### config.mk
export PLATFORM = sky130hd
export DESIGN_NAME = cash_change_dispenser_unit
export DESIGN_NICKNAME = d
export VERILOG_FILES = /design/src/rtl/core/ccd_pkg.sv /design/src/rtl/core/cash_change_dispenser_unit.sv /design/src/rtl/core/ccd_ram.sv
export SDC_FILE = /design/constraint.sdc
export NUM_CORES = 1
export LEC_CHECK = 0
export ABC_AREA = 1
export BUFFER_PORTS_ARGS = -buffer_cell sky130_fd_sc_hd__buf_2
export CAP_MARGIN = 20
export CORE_MARGIN = 4
export CORE_UTILIZATION = 30
export CTS_CLUSTER_DIAMETER = 30
export DETAILED_ROUTE_END_ITERATION = 10
export SLEW_MARGIN = 30
export SYNTH_ARGS = -nofsm -noshare
export SYNTH_HDL_FRONTEND = slang
export SYNTH_SLANG_ARGS = --single-unit
### constraint.sdc
create_clock -name aclk -period 19.66 [get_ports aclk]
set_clock_uncertainty 0.1 [all_clocks]
set_input_delay 3.932 -clock aclk [delete_from_list [all_inputs] [get_ports aclk]]
set_output_delay 3.932 -clock aclk [all_outputs]
set_load 0.02 [all_outputs]
### src/rtl/core/ccd_pkg.sv
`default_nettype none

package ccd_pkg;

    localparam int NUM_DENOMS         = 8;
    localparam int DEN_W              = 3;
    localparam int CENTS_W            = 20;
    localparam int PIECE_W            = 8;
    localparam int OP_W               = 2;
    localparam int CHANGE_W           = 11;
    localparam int VALUE_W            = 11;
    localparam int VALUE_SUM_W        = 12;
    localparam int REFILL_W           = 6;
    localparam int RECIP_W            = 17;
    localparam int RECIP_SHIFT        = 16;
    localparam int COUNT_BITS_DEFAULT = 8;
    localparam int S_TDATA_W          = 24;
    localparam int S_PAD_W            = S_TDATA_W - CENTS_W - DEN_W;
    localparam int M_TDATA_W          = 40;
    localparam int M_PAD_W            = M_TDATA_W - DEN_W - PIECE_W - CENTS_W - 2;
    localparam int REFILL_TOTAL       = 20000;

    localparam logic [CENTS_W-1:0] THRESH_RESET = 20'd5000;

    localparam logic [OP_W-1:0] OP_REFILL = 2'd0;
    localparam logic [OP_W-1:0] OP_START  = 2'd1;
    localparam logic [OP_W-1:0] OP_INSERT = 2'd2;

    localparam logic KIND_STATUS   = 1'b0;
    localparam logic KIND_DISPENSE = 1'b1;

    typedef struct packed {
        logic                 kind;
        logic [DEN_W-1:0]     den;
        logic [PIECE_W-1:0]   pieces;
        logic [CENTS_W-1:0]   cents;
        logic                 low;
        logic                 short_chg;
        logic                 last;
    } result_t;

    function automatic logic [VALUE_W-1:0] denom_value(input logic [DEN_W-1:0] idx);
        logic [VALUE_W-1:0] v;
        unique case (idx)
            3'd0: v = 11'd2000;
            3'd1: v = 11'd1000;
            3'd2: v = 11'd500;
            3'd3: v = 11'd100;
            3'd4: v = 11'd25;
            3'd5: v = 11'd10;
            3'd6: v = 11'd5;
            default: v = 11'd1;
        endcase
        return v;
    endfunction

    // floor(2^16 / value)
    function automatic logic [RECIP_W-1:0] denom_recip(input logic [DEN_W-1:0] idx);
        logic [RECIP_W-1:0] r;
        unique case (idx)
            3'd0: r = 17'd32;
            3'd1: r = 17'd65;
            3'd2: r = 17'd131;
            3'd3: r = 17'd655;
            3'd4: r = 17'd2621;
            3'd5: r = 17'd6553;
            3'd6: r = 17'd13107;
            default: r = 17'd65536;
        endcase
        return r;
    endfunction

    function automatic logic [REFILL_W-1:0] refill_count(input logic [DEN_W-1:0] idx);
        logic [REFILL_W-1:0] c;
        unique case (idx)
            3'd0: c = 6'd4;
            3'd1: c = 6'd5;
            3'd2: c = 6'd6;
            3'd3: c = 6'd20;
            3'd4: c = 6'd54;
            3'd5: c = 6'd50;
            3'd6: c = 6'd20;
            default: c = 6'd50;
        endcase
        return c;
    endfunction

endpackage

`default_nettype wire

### src/rtl/core/cash_change_dispenser_unit.sv
`default_nettype none

// Cash payment controller with eight denominations ($20, $10, $5, $1, 25c, 10c, 5c, 1c).
// Each input item (s_tuser = opcode) yields one status item, or for a completed payment
// one dispense item per denomination handed back followed by the status item (tlast).
// Piece counts live in an eight-entry count store with one write and one registered read
// port; counts read as zero until the first refill. Set-due with a nonzero amount,
// a partial insert and ignored items go straight to the status item, refill after it has
// written all eight entries. A payout walks all eight entries, each through read, divide
// and clamp, and write back (a write back that hands out pieces waits for the output
// register). The next item is taken once the status item is in the output register.
module cash_change_dispenser_unit #(
    parameter int COUNT_BITS = ccd_pkg::COUNT_BITS_DEFAULT
) (
    input  logic                           aclk,
    input  logic                           aresetn,
    input  logic                           s_tvalid,
    output logic                           s_tready,
    input  logic [ccd_pkg::S_TDATA_W-1:0]  s_tdata,   // amount_cents, denomination
    input  logic [ccd_pkg::OP_W-1:0]       s_tuser,   // opcode
    output logic                           m_tvalid,
    input  logic                           m_tready,
    // paid_denomination, piece_count, owed_or_short_cents, low_reserve, short_change
    output logic [ccd_pkg::M_TDATA_W-1:0]  m_tdata,
    output logic                           m_tuser,   // kind
    output logic                           m_tlast,
    input  logic                           cfg_wen,
    input  logic [ccd_pkg::CENTS_W-1:0]    cfg_wdata
);

    localparam int DEN_W    = ccd_pkg::DEN_W;
    localparam int CENTS_W  = ccd_pkg::CENTS_W;
    localparam int CHANGE_W = ccd_pkg::CHANGE_W;
    localparam int VALUE_W  = ccd_pkg::VALUE_W;
    localparam int PIECE_W  = ccd_pkg::PIECE_W;
    localparam int TOTAL_W  = COUNT_BITS + ccd_pkg::VALUE_SUM_W;
    localparam int TCMP_W   = (TOTAL_W > CENTS_W) ? TOTAL_W : CENTS_W;
    localparam int QCMP_W   = (CHANGE_W > COUNT_BITS) ? CHANGE_W : COUNT_BITS;
    localparam int QPROD_W  = CHANGE_W + ccd_pkg::RECIP_W;
    localparam int QD_W     = CHANGE_W + VALUE_W;
    localparam int REM_W    = CHANGE_W + 1;
    localparam int NPROD_W  = COUNT_BITS + VALUE_W;
    localparam int NEXT_W   = COUNT_BITS + PIECE_W;

    localparam int ST_W = 3;
    localparam logic [ST_W-1:0] ST_IDLE = 3'd0;
    localparam logic [ST_W-1:0] ST_FILL = 3'd1;
    localparam logic [ST_W-1:0] ST_STAT = 3'd2;
    localparam logic [ST_W-1:0] ST_RD   = 3'd3;
    localparam logic [ST_W-1:0] ST_DIV  = 3'd4;
    localparam logic [ST_W-1:0] ST_UPD  = 3'd5;
    localparam logic [ST_W-1:0] ST_FIN  = 3'd6;

    localparam logic [DEN_W-1:0] LAST_IDX = DEN_W'(ccd_pkg::NUM_DENOMS - 1);

    logic [ST_W-1:0]                state_reg, state_next;
    logic [DEN_W-1:0]               idx_reg, idx_next;
    logic [ccd_pkg::NUM_DENOMS-1:0] valid_reg, valid_next;
    logic [CENTS_W-1:0]             rem_reg, rem_next;
    logic                           status_low_reg, status_low_next;
    logic [CENTS_W-1:0]             thresh_reg;
    logic [CHANGE_W-1:0]            change_reg, change_next;
    logic [TOTAL_W-1:0]             total_reg, total_next;
    logic [CHANGE_W-1:0]            qraw_reg, qraw_next;
    logic [COUNT_BITS-1:0]          n_reg, n_next;
    logic [COUNT_BITS-1:0]          cnt_reg, cnt_next;
    logic                           out_valid_reg, out_valid_next;
    ccd_pkg::result_t               out_reg, out_next;

    logic                  ram_we;
    logic [DEN_W-1:0]      ram_waddr;
    logic [COUNT_BITS-1:0] ram_wdata;
    logic [COUNT_BITS-1:0] ram_rdata;

    logic [ccd_pkg::OP_W-1:0] in_op;
    logic [CENTS_W-1:0]       in_amount;
    logic [DEN_W-1:0]         in_den;
    logic [VALUE_W-1:0]       in_value;
    logic [CHANGE_W-1:0]      in_change;

    logic [VALUE_W-1:0]    cur_value;
    logic [QPROD_W-1:0]    qprod;
    logic [QD_W-1:0]       qd;
    logic [REM_W-1:0]      div_rem;
    logic [CHANGE_W-1:0]   quot;
    logic [COUNT_BITS-1:0] cnt_rd;
    logic [COUNT_BITS-1:0] cnt_left;
    logic [NPROD_W-1:0]    nd;
    logic [CHANGE_W-1:0]   change_after;
    logic [TOTAL_W-1:0]    left_val;
    logic [NEXT_W-1:0]     n_ext;
    logic                  out_free;
    logic                  accept;

    ccd_ram #(
        .WIDTH (COUNT_BITS),
        .DEPTH (ccd_pkg::NUM_DENOMS)
    ) u_count_ram (
        .clk   (aclk),
        .we    (ram_we),
        .waddr (ram_waddr),
        .wdata (ram_wdata),
        .raddr (idx_reg),
        .rdata (ram_rdata)
    );

    assign in_op     = s_tuser;
    assign in_amount = s_tdata[CENTS_W-1:0];
    assign in_den    = s_tdata[CENTS_W +: DEN_W];
    assign in_value  = ccd_pkg::denom_value(in_den);
    assign in_change = in_value - rem_reg[CHANGE_W-1:0];

    assign s_tready = (state_reg == ST_IDLE);
    assign accept   = s_tvalid && s_tready;
    assign out_free = !out_valid_reg || m_tready;

    // divide change by the current denomination: reciprocal estimate, then one correction
    assign cur_value = ccd_pkg::denom_value(idx_reg);
    assign qprod     = QPROD_W'(change_reg) * QPROD_W'(ccd_pkg::denom_recip(idx_reg));
    assign qraw_next = qprod[ccd_pkg::RECIP_SHIFT +: CHANGE_W];
    assign qd        = QD_W'(qraw_reg) * QD_W'(cur_value);
    assign div_rem   = REM_W'(change_reg) - qd[REM_W-1:0];
    assign quot      = (div_rem >= REM_W'(cur_value)) ? qraw_reg + 1'b1 : qraw_reg;
    assign cnt_rd    = valid_reg[idx_reg] ? ram_rdata : '0;
    assign n_next    = (QCMP_W'(quot) < QCMP_W'(cnt_rd)) ? COUNT_BITS'(quot) : cnt_rd;
    assign cnt_next  = cnt_rd;

    assign cnt_left     = cnt_reg - n_reg;
    assign nd           = NPROD_W'(n_reg) * NPROD_W'(cur_value);
    assign change_after = change_reg - nd[CHANGE_W-1:0];
    assign left_val     = TOTAL_W'(cnt_left) * TOTAL_W'(cur_value);
    assign n_ext        = NEXT_W'(n_reg);

    always_comb begin
        state_next      = state_reg;
        idx_next        = idx_reg;
        valid_next      = valid_reg;
        rem_next        = rem_reg;
        status_low_next = status_low_reg;
        change_next     = change_reg;
        total_next      = total_reg;
        out_valid_next  = out_valid_reg && !m_tready;
        out_next        = out_reg;
        ram_we          = 1'b0;
        ram_waddr       = idx_reg;
        ram_wdata       = cnt_left;

        unique case (state_reg)
            ST_IDLE: begin
                if (accept) begin
                    idx_next   = '0;
                    total_next = '0;
                    unique case (in_op)
                        ccd_pkg::OP_REFILL: begin
                            state_next = ST_FILL;
                        end
                        ccd_pkg::OP_START: begin
                            rem_next = in_amount;
                            if (in_amount == '0) begin
                                change_next = '0;
                                state_next  = ST_RD;
                            end else begin
                                state_next = ST_STAT;
                            end
                        end
                        ccd_pkg::OP_INSERT: begin
                            if (rem_reg == '0) begin
                                state_next = ST_STAT;
                            end else if (rem_reg > CENTS_W'(in_value)) begin
                                rem_next   = rem_reg - CENTS_W'(in_value);
                                state_next = ST_STAT;
                            end else begin
                                change_next = in_change;
                                rem_next    = '0;
                                state_next  = ST_RD;
                            end
                        end
                        default: begin
                            state_next = ST_STAT;
                        end
                    endcase
                end
            end
            ST_FILL: begin
                ram_we              = 1'b1;
                ram_wdata           = COUNT_BITS'(ccd_pkg::refill_count(idx_reg));
                valid_next[idx_reg] = 1'b1;
                if (idx_reg == LAST_IDX) begin
                    idx_next        = '0;
                    status_low_next = TCMP_W'(ccd_pkg::REFILL_TOTAL) < TCMP_W'(thresh_reg);
                    state_next      = ST_STAT;
                end else begin
                    idx_next = idx_reg + 1'b1;
                end
            end
            ST_STAT: begin
                if (out_free) begin
                    out_valid_next     = 1'b1;
                    out_next.kind      = ccd_pkg::KIND_STATUS;
                    out_next.den       = '0;
                    out_next.pieces    = '0;
                    out_next.cents     = rem_reg;
                    out_next.low       = status_low_reg;
                    out_next.short_chg = 1'b0;
                    out_next.last      = 1'b1;
                    state_next         = ST_IDLE;
                end
            end
            ST_RD: begin
                state_next = ST_DIV;
            end
            ST_DIV: begin
                state_next = ST_UPD;
            end
            ST_UPD: begin
                if (n_reg == '0 || out_free) begin
                    total_next  = total_reg + left_val;
                    change_next = change_after;
                    if (n_reg != '0) begin
                        ram_we              = 1'b1;
                        valid_next[idx_reg] = 1'b1;
                        out_valid_next      = 1'b1;
                        out_next.kind       = ccd_pkg::KIND_DISPENSE;
                        out_next.den        = idx_reg;
                        out_next.pieces     = n_ext[PIECE_W-1:0];
                        out_next.cents      = CENTS_W'(change_after);
                        out_next.low        = 1'b0;
                        out_next.short_chg  = 1'b0;
                        out_next.last       = 1'b0;
                    end
                    if (idx_reg == LAST_IDX) begin
                        idx_next   = '0;
                        state_next = ST_FIN;
                    end else begin
                        idx_next   = idx_reg + 1'b1;
                        state_next = ST_RD;
                    end
                end
            end
            ST_FIN: begin
                if (out_free) begin
                    out_valid_next  = 1'b1;
                    out_next.kind   = ccd_pkg::KIND_STATUS;
                    out_next.den    = '0;
                    out_next.pieces = '0;
                    out_next.cents  = CENTS_W'(change_reg);
                    out_next.last   = 1'b1;
                    if (change_reg != '0) begin
                        status_low_next    = 1'b1;
                        out_next.low       = 1'b1;
                        out_next.short_chg = 1'b1;
                    end else begin
                        status_low_next    = TCMP_W'(total_reg) < TCMP_W'(thresh_reg);
                        out_next.low       = status_low_next;
                        out_next.short_chg = 1'b0;
                    end
                    state_next = ST_IDLE;
                end
            end
            default: begin
                state_next = ST_IDLE;
            end
        endcase
    end

    always_ff @(posedge aclk) begin
        if (!aresetn) begin
            state_reg      <= ST_IDLE;
            idx_reg        <= '0;
            valid_reg      <= '0;
            rem_reg        <= '0;
            status_low_reg <= 1'b1;
            thresh_reg     <= ccd_pkg::THRESH_RESET;
            out_valid_reg  <= 1'b0;
        end else begin
            state_reg      <= state_next;
            idx_reg        <= idx_next;
            valid_reg      <= valid_next;
            rem_reg        <= rem_next;
            status_low_reg <= status_low_next;
            out_valid_reg  <= out_valid_next;
            if (cfg_wen) begin
                thresh_reg <= cfg_wdata;
            end
        end
    end

    always_ff @(posedge aclk) begin
        change_reg <= change_next;
        total_reg  <= total_next;
        out_reg    <= out_next;
        if (state_reg == ST_RD) begin
            qraw_reg <= qraw_next;
        end
        if (state_reg == ST_DIV) begin
            n_reg   <= n_next;
            cnt_reg <= cnt_next;
        end
    end

    assign m_tvalid = out_valid_reg;
    assign m_tuser  = out_reg.kind;
    assign m_tlast  = out_reg.last;
    assign m_tdata  = {{ccd_pkg::M_PAD_W{1'b0}}, out_reg.short_chg, out_reg.low,
                       out_reg.cents, out_reg.pieces, out_reg.den};

endmodule

`default_nettype wire

### src/rtl/core/ccd_ram.sv
`default_nettype none

module ccd_ram #(
    parameter int WIDTH = 8,
    parameter int DEPTH = 8,
    localparam int ADDR_W = $clog2(DEPTH)
) (
    input  logic              clk,
    input  logic              we,
    input  logic [ADDR_W-1:0] waddr,
    input  logic [WIDTH-1:0]  wdata,
    input  logic [ADDR_W-1:0] raddr,
    output logic [WIDTH-1:0]  rdata
);

    logic [WIDTH-1:0] mem [DEPTH];

    always_ff @(posedge clk) begin
        if (we) begin
            mem[waddr] <= wdata;
        end
        rdata <= mem[raddr];
    end

endmodule

`default_nettype wire

* Word level (Yosys, flattened, before mapping)
Memories as Yosys holds them, arrays and structs flattened. A register that Yosys moved wholly into a read port is not among the register bits. Cells that the tools add are included.
Cells by class: $add $sub $neg 8, multipliers 4, divide/modulo/power cells 0, order comparisons 7, eq/ne operators 33, shifts and indexed selects 0, multiplexer cells 61, bitwise operators 1, reductions and logical operators 32
Operators by type and width (count):
- case mux 11 bit (7 select lines) | 2
- two-way mux 35 bit | 4
- case mux 17 bit (7 select lines) | 1
- case mux 35 bit (3 select lines) | 1
- two-way mux 20 bit | 4
- case mux 20 bit (2 select lines) | 2
- two-way mux 11 bit | 6
- case mux 11 bit (2 select lines) | 2
- zero test 20 bit | 2
- two-way mux 8 bit | 5
- == test 3 bit, second input constant | 10
- case mux 6 bit (5 select lines) | 1
- multiplier 11 x 17 -> 27 bit | 1
- two-way mux 3 bit | 8
- subtractor 11 bit | 2
- adder 20 x 19 -> 20 bit | 1
- > comparator 20 x 11 -> 1 bit | 1
- less-than comparator 15 x 20 -> 1 bit, first input constant | 1
- less-than comparator 20 bit | 1
- subtractor 20 x 11 -> 20 bit | 1
- multiplier 8 x 11 -> 19 bit | 1
- == test 3 x 2 -> 1 bit, second input constant | 6
- case mux 3 bit (6 select lines) | 1
- case mux 8 bit (2 select lines) | 1
- 40 further kinds | 81
Word-level totals: bits in registers 149, bits in latches 0, bits in writable memories 64, bits in read-only memories 0, memories 1
Memory list:
- u_count_ram.mem | depth 8, width 8, rd ports 1, clocked after memory_dff 1, wr ports 1, line ccd_ram.sv:16 | logic [WIDTH-1:0] mem [DEPTH];

* Longest topological paths before layout
depth in word-level cells 8, mapped depth 51, depth with buffers taken out 48

* Hierarchy
Synthesis repeated with hierarchy kept, for this count alone.
Second synthesis, totals: cell total of the unflattened synthesis 2956, area, all modules 24340.8 sq um
Modules (own cells, without submodules):
- cash_change_dispenser_unit | times used 1, cells each 2653, area an instance 21290.4 sq um, sequential area each 3913.8 sq um
- ccd_ram | times used 1, cells each 303, area an instance 3050.4 sq um, sequential area each 2082.0 sq um

* Least setup slack after synthesis
No wires, ideal clock.
kind register to register, start point reg idx_reg[0], end point reg n_reg[7], data pin, setup time 0.253 ns, arrival time 7.411 ns, required time 19.307 ns, setup slack 11.897 ns, cell stages (with the launch flop) 43, path buffers 3, clock period less this slack 7.763 ns, cell sequence dfxtp_1 buf_2 inv_2 ha_1 nand2_2 nand2_2 nor2_4 nand2_8 nand2_1 clkbuf_1 nor2_1 fa_1 ha_1 inv_1 fa_1 fa_1 inv_1 fa_1 [7 not listed] a21oi_1 xor2_1 inv_1 ha_1 a21oi_1 o21bai_1 a21oi_1 nand2_2 buf_6 nand3_1 xor2_1 inv_1 ha_1 inv_1 nor3_1 nand3_4 nand3_1 nand2_1
On the way: cells in the longest elaborated chain, start to end 8, elaborated cells between the ends (all ways) 17, those cells by class 1 x add/sub; 1 x mul; 2 x order compare; 6 x eq/ne; 6 x mux; 1 x reduce/logical
Ends and longest elaborated chain:
- from (decl) | line cash_change_dispenser_unit.sv:57 | logic [DEN_W-1:0] idx_reg, idx_next;
- from (signal assigned) | line cash_change_dispenser_unit.sv:277 | idx_reg <= idx_next;
- == test 3 bit, or another cell as far along | line ccd_pkg.sv:44 | unique case (idx)
- case mux 11 bit (7 select lines) | line ccd_pkg.sv:44
- multiplier 11 x 11 -> 12 bit | line cash_change_dispenser_unit.sv:121 | assign qd = QD_W'(qraw_reg) * QD_W'(cur_value);
- subtractor 11 x 12 -> 12 bit | line cash_change_dispenser_unit.sv:122 | assign div_rem = REM_W'(change_reg) - qd[REM_W-1:0];
- >= comparator 12 x 11 -> 1 bit | line cash_change_dispenser_unit.sv:123 | assign quot = (div_rem >= REM_W'(cur_value)) ? qraw_reg + 1'b1 : qraw_reg;
- two-way mux 11 bit | line cash_change_dispenser_unit.sv:123
- less-than comparator 11 x 8 -> 1 bit | line cash_change_dispenser_unit.sv:125 | assign n_next = (QCMP_W'(quot) < QCMP_W'(cnt_rd)) ? COUNT_BITS'(quot) : cnt_rd;
- two-way mux 8 bit * | line cash_change_dispenser_unit.sv:125
- net n_next[7] | line cash_change_dispenser_unit.sv:65 | logic [COUNT_BITS-1:0] n_reg, n_next;
- to (signal assigned) | line cash_change_dispenser_unit.sv:296 | n_reg <= n_next;
- to (decl) | line cash_change_dispenser_unit.sv:65
Mark *: on every way through the listed nets, which the timed path passes. The rest lies on a longest branch. The select of a mux whose other input is x is not followed. A chain may end at the register's enable or synchronous reset.

* Final worst setup path
start point reg idx_reg[0], end point reg n_reg[3], data pin
The elaborated chain is that of the path after synthesis.

==> metrics <==
Worst Tran Pin Value=0.908 ns; Rows=roughly 100; drt first pass iters=5; status=completed; Top reg by flops=u_count_ram.mem; Post-Syn Area per Cell=between 8 and 9 um^2; ANT nets after route=0; Detailed Route Iter0 Violations=1331; total CTS buffers=48; complex-gate fraction of the synthesized area=0.0889; final worst path period need=9.68 ns; final-report hold violation count=0; RSZ-0062 raised after global routing=no; CTS H-tree lvls=2; chip width=289 um; Post-Synth Simple-Gate Area=0.169; post-synthesis mux area share=0; layout cell share with drive strength beyond 1=0.0878; fmax=roughly 100 MHz; CTS resizes=0; CP Max Fanout=18; nets@finish=3450; Synth Register Bits=around 220; Synth cell types=slightly below 60; TritonCTS clock tree=built; crit share post-route=0.492; ys flop type=edfxtp_1; core box area=0.0778 mm^2; Area Growth Syn to Fin=14.6%; main combinational cell family by area after synthesis=adder cells; clock slew at reported path FFs=0.05 ns; final wirelength=63300 um; final setup fails=0; delay-heaviest family, CP=adder cells; CP startpoint kind=flop; Total GRT Usage=0.153; Worst EP arrival=9.89 ns; sum of negative setup slack=0 ns; Crit path required time=19.87 ns; top post-synthesis cells by area=fa_1 (22%), edfxtp_1 (20%), ha_1 (13%); CTS Sinks=about 220; crit-path max cell delay=0.64 ns; vias in the first global route=18779; Gate Count Post-Synth=between 2000 and 3000; most common cell after layout, fill and taps aside=inv_1; endpoint class of the critical path=flop; crit path kind=flop to flop; vias per cell=4.70; Buf+Inv Stages, Crit Path=10; initial core utilization=0.305; Top Ports=95; sequential fraction of the synthesis area=0.253; DP HPWL=49600 um; post-synthesis cell area=0.0237 mm^2; worst-case clock buffer depth=3; initial antenna violation count=2; Post-CTS Setup Inserts=0; commonest cells after routing, fill and taps aside=inv_1 (571), nand2_1 (454), nor2_1 (342); via count=18639; die height=289 um; pin count of the biggest net entering global routing=just over 40; Rel. slew slack=0.393; asr flop ratio synth=0; routability cong.=about 0.92; Worst path most repeated cell=inv_1; CP max-delay cell=dfxtp_1; clk_lat worst skew=0.59 ns; Ys Warns=0; Post-synth EDFFs=~160; hold buffers post-CTS=0; Root Buffer=clkbuf_16; port bufs=86; max-slew violations=0; max reg flops=between 60 and 70; DRC Markers=0; first-pass GRT wire length=102000 um; die area=0.0836 mm^2; adder-cell share of the synthesized area=0.352; Yosys top cell by area=fa_1; Max-Cap Viols=0; xor-xnor portion of the synthesized cell area=0.0273; Routed WL per cell=between 15 and 20 um; min-delay worst type=flop to flop; total grt overflow=0; Synth top area share=0.220
==> final timing paths <==
kind                                             from              endpoint  slack [ns]  cells past startpoint
worst max-delay path                       idx_reg[0]              n_reg[3]        9.98                     42
worst max register to register             idx_reg[0]              n_reg[3]        9.98                     42
worst min register to register  u_count_ram.mem[1][6]  u_count_ram.rdata[6]        0.36                      2
worst min-delay path            u_count_ram.mem[1][6]  u_count_ram.rdata[6]        0.36                      2
==> worst min-delay path, delay by kind of cell (launching register included) <==
kind             cells  cell delay, ns
DFF                  1            0.31
and+or+nand+nor      2            0.12
==> Yosys cell counts (all sizes together), types with 14 or more instances <==
master and n:
a211oi 14, a21oi 134, a221oi 26, buf 19
clkbuf 61, dfxtp 64, edfxtp 157, fa 261
ha 250, inv 583, nand2 470, nand3 62
nand4 25, nor2 350, nor3 24, nor4 14
o21ai 103, xnor2 21, xor2 53
==> area by class of cell <==
class                           instances  area [um^2]
Fill cell                            8038        50700
Multi-Input combinational cell       1906        15200
Sequential cell                       221         6000
Inverter                              596         2240
Tap cell                             1040         1300
Clock buffer                           52         1240
Timing Repair Buffer                  115          648
Clock inverter                         37          534
Antenna cell                            2         5.00
==> through the flow <==
step | hold WS [ns] | cells | setup WS, ns | util | cell area (um^2)
after global routing | 0.386 | 3969 | 9.36 | 0.349 | 27200
after detailed placement | 0.356 | 3878 | 10.05 | 0.326 | 25400
final | 0.365 | 3969 | 9.98 | 0.349 | 27200
after global placement | 0.345 | 3878 | 10.02 | 0.326 | 25400
after CTS | 0.368 | 3967 | 10.0 | 0.349 | 27200
after floorplan | 0.329 | 2803 | 11.90 | - | 23700
==> cells by family after synthesis <==
| family | after synthesis |
|---|---|
| simple gates | 962 |
| buf+inv | 676 |
| fa+ha+maj | 511 |
| compound gates | 352 |
| flops | 221 |
| xor+xnor | 74 |
| other cells | 1 |
==> metal layers <==
metal | GRT usage | part of all wire
met5 | 0 | 0
met3 | 0.0217 | 0.060
met2 | 0.258 | 0.47
met4 | 0.0331 | 0.016
met1 | 0.211 | 0.45
Power is left out: the tool's default activity adds up to more than one toggle a clock period on the data nets, which glitch-free logic cannot reach.
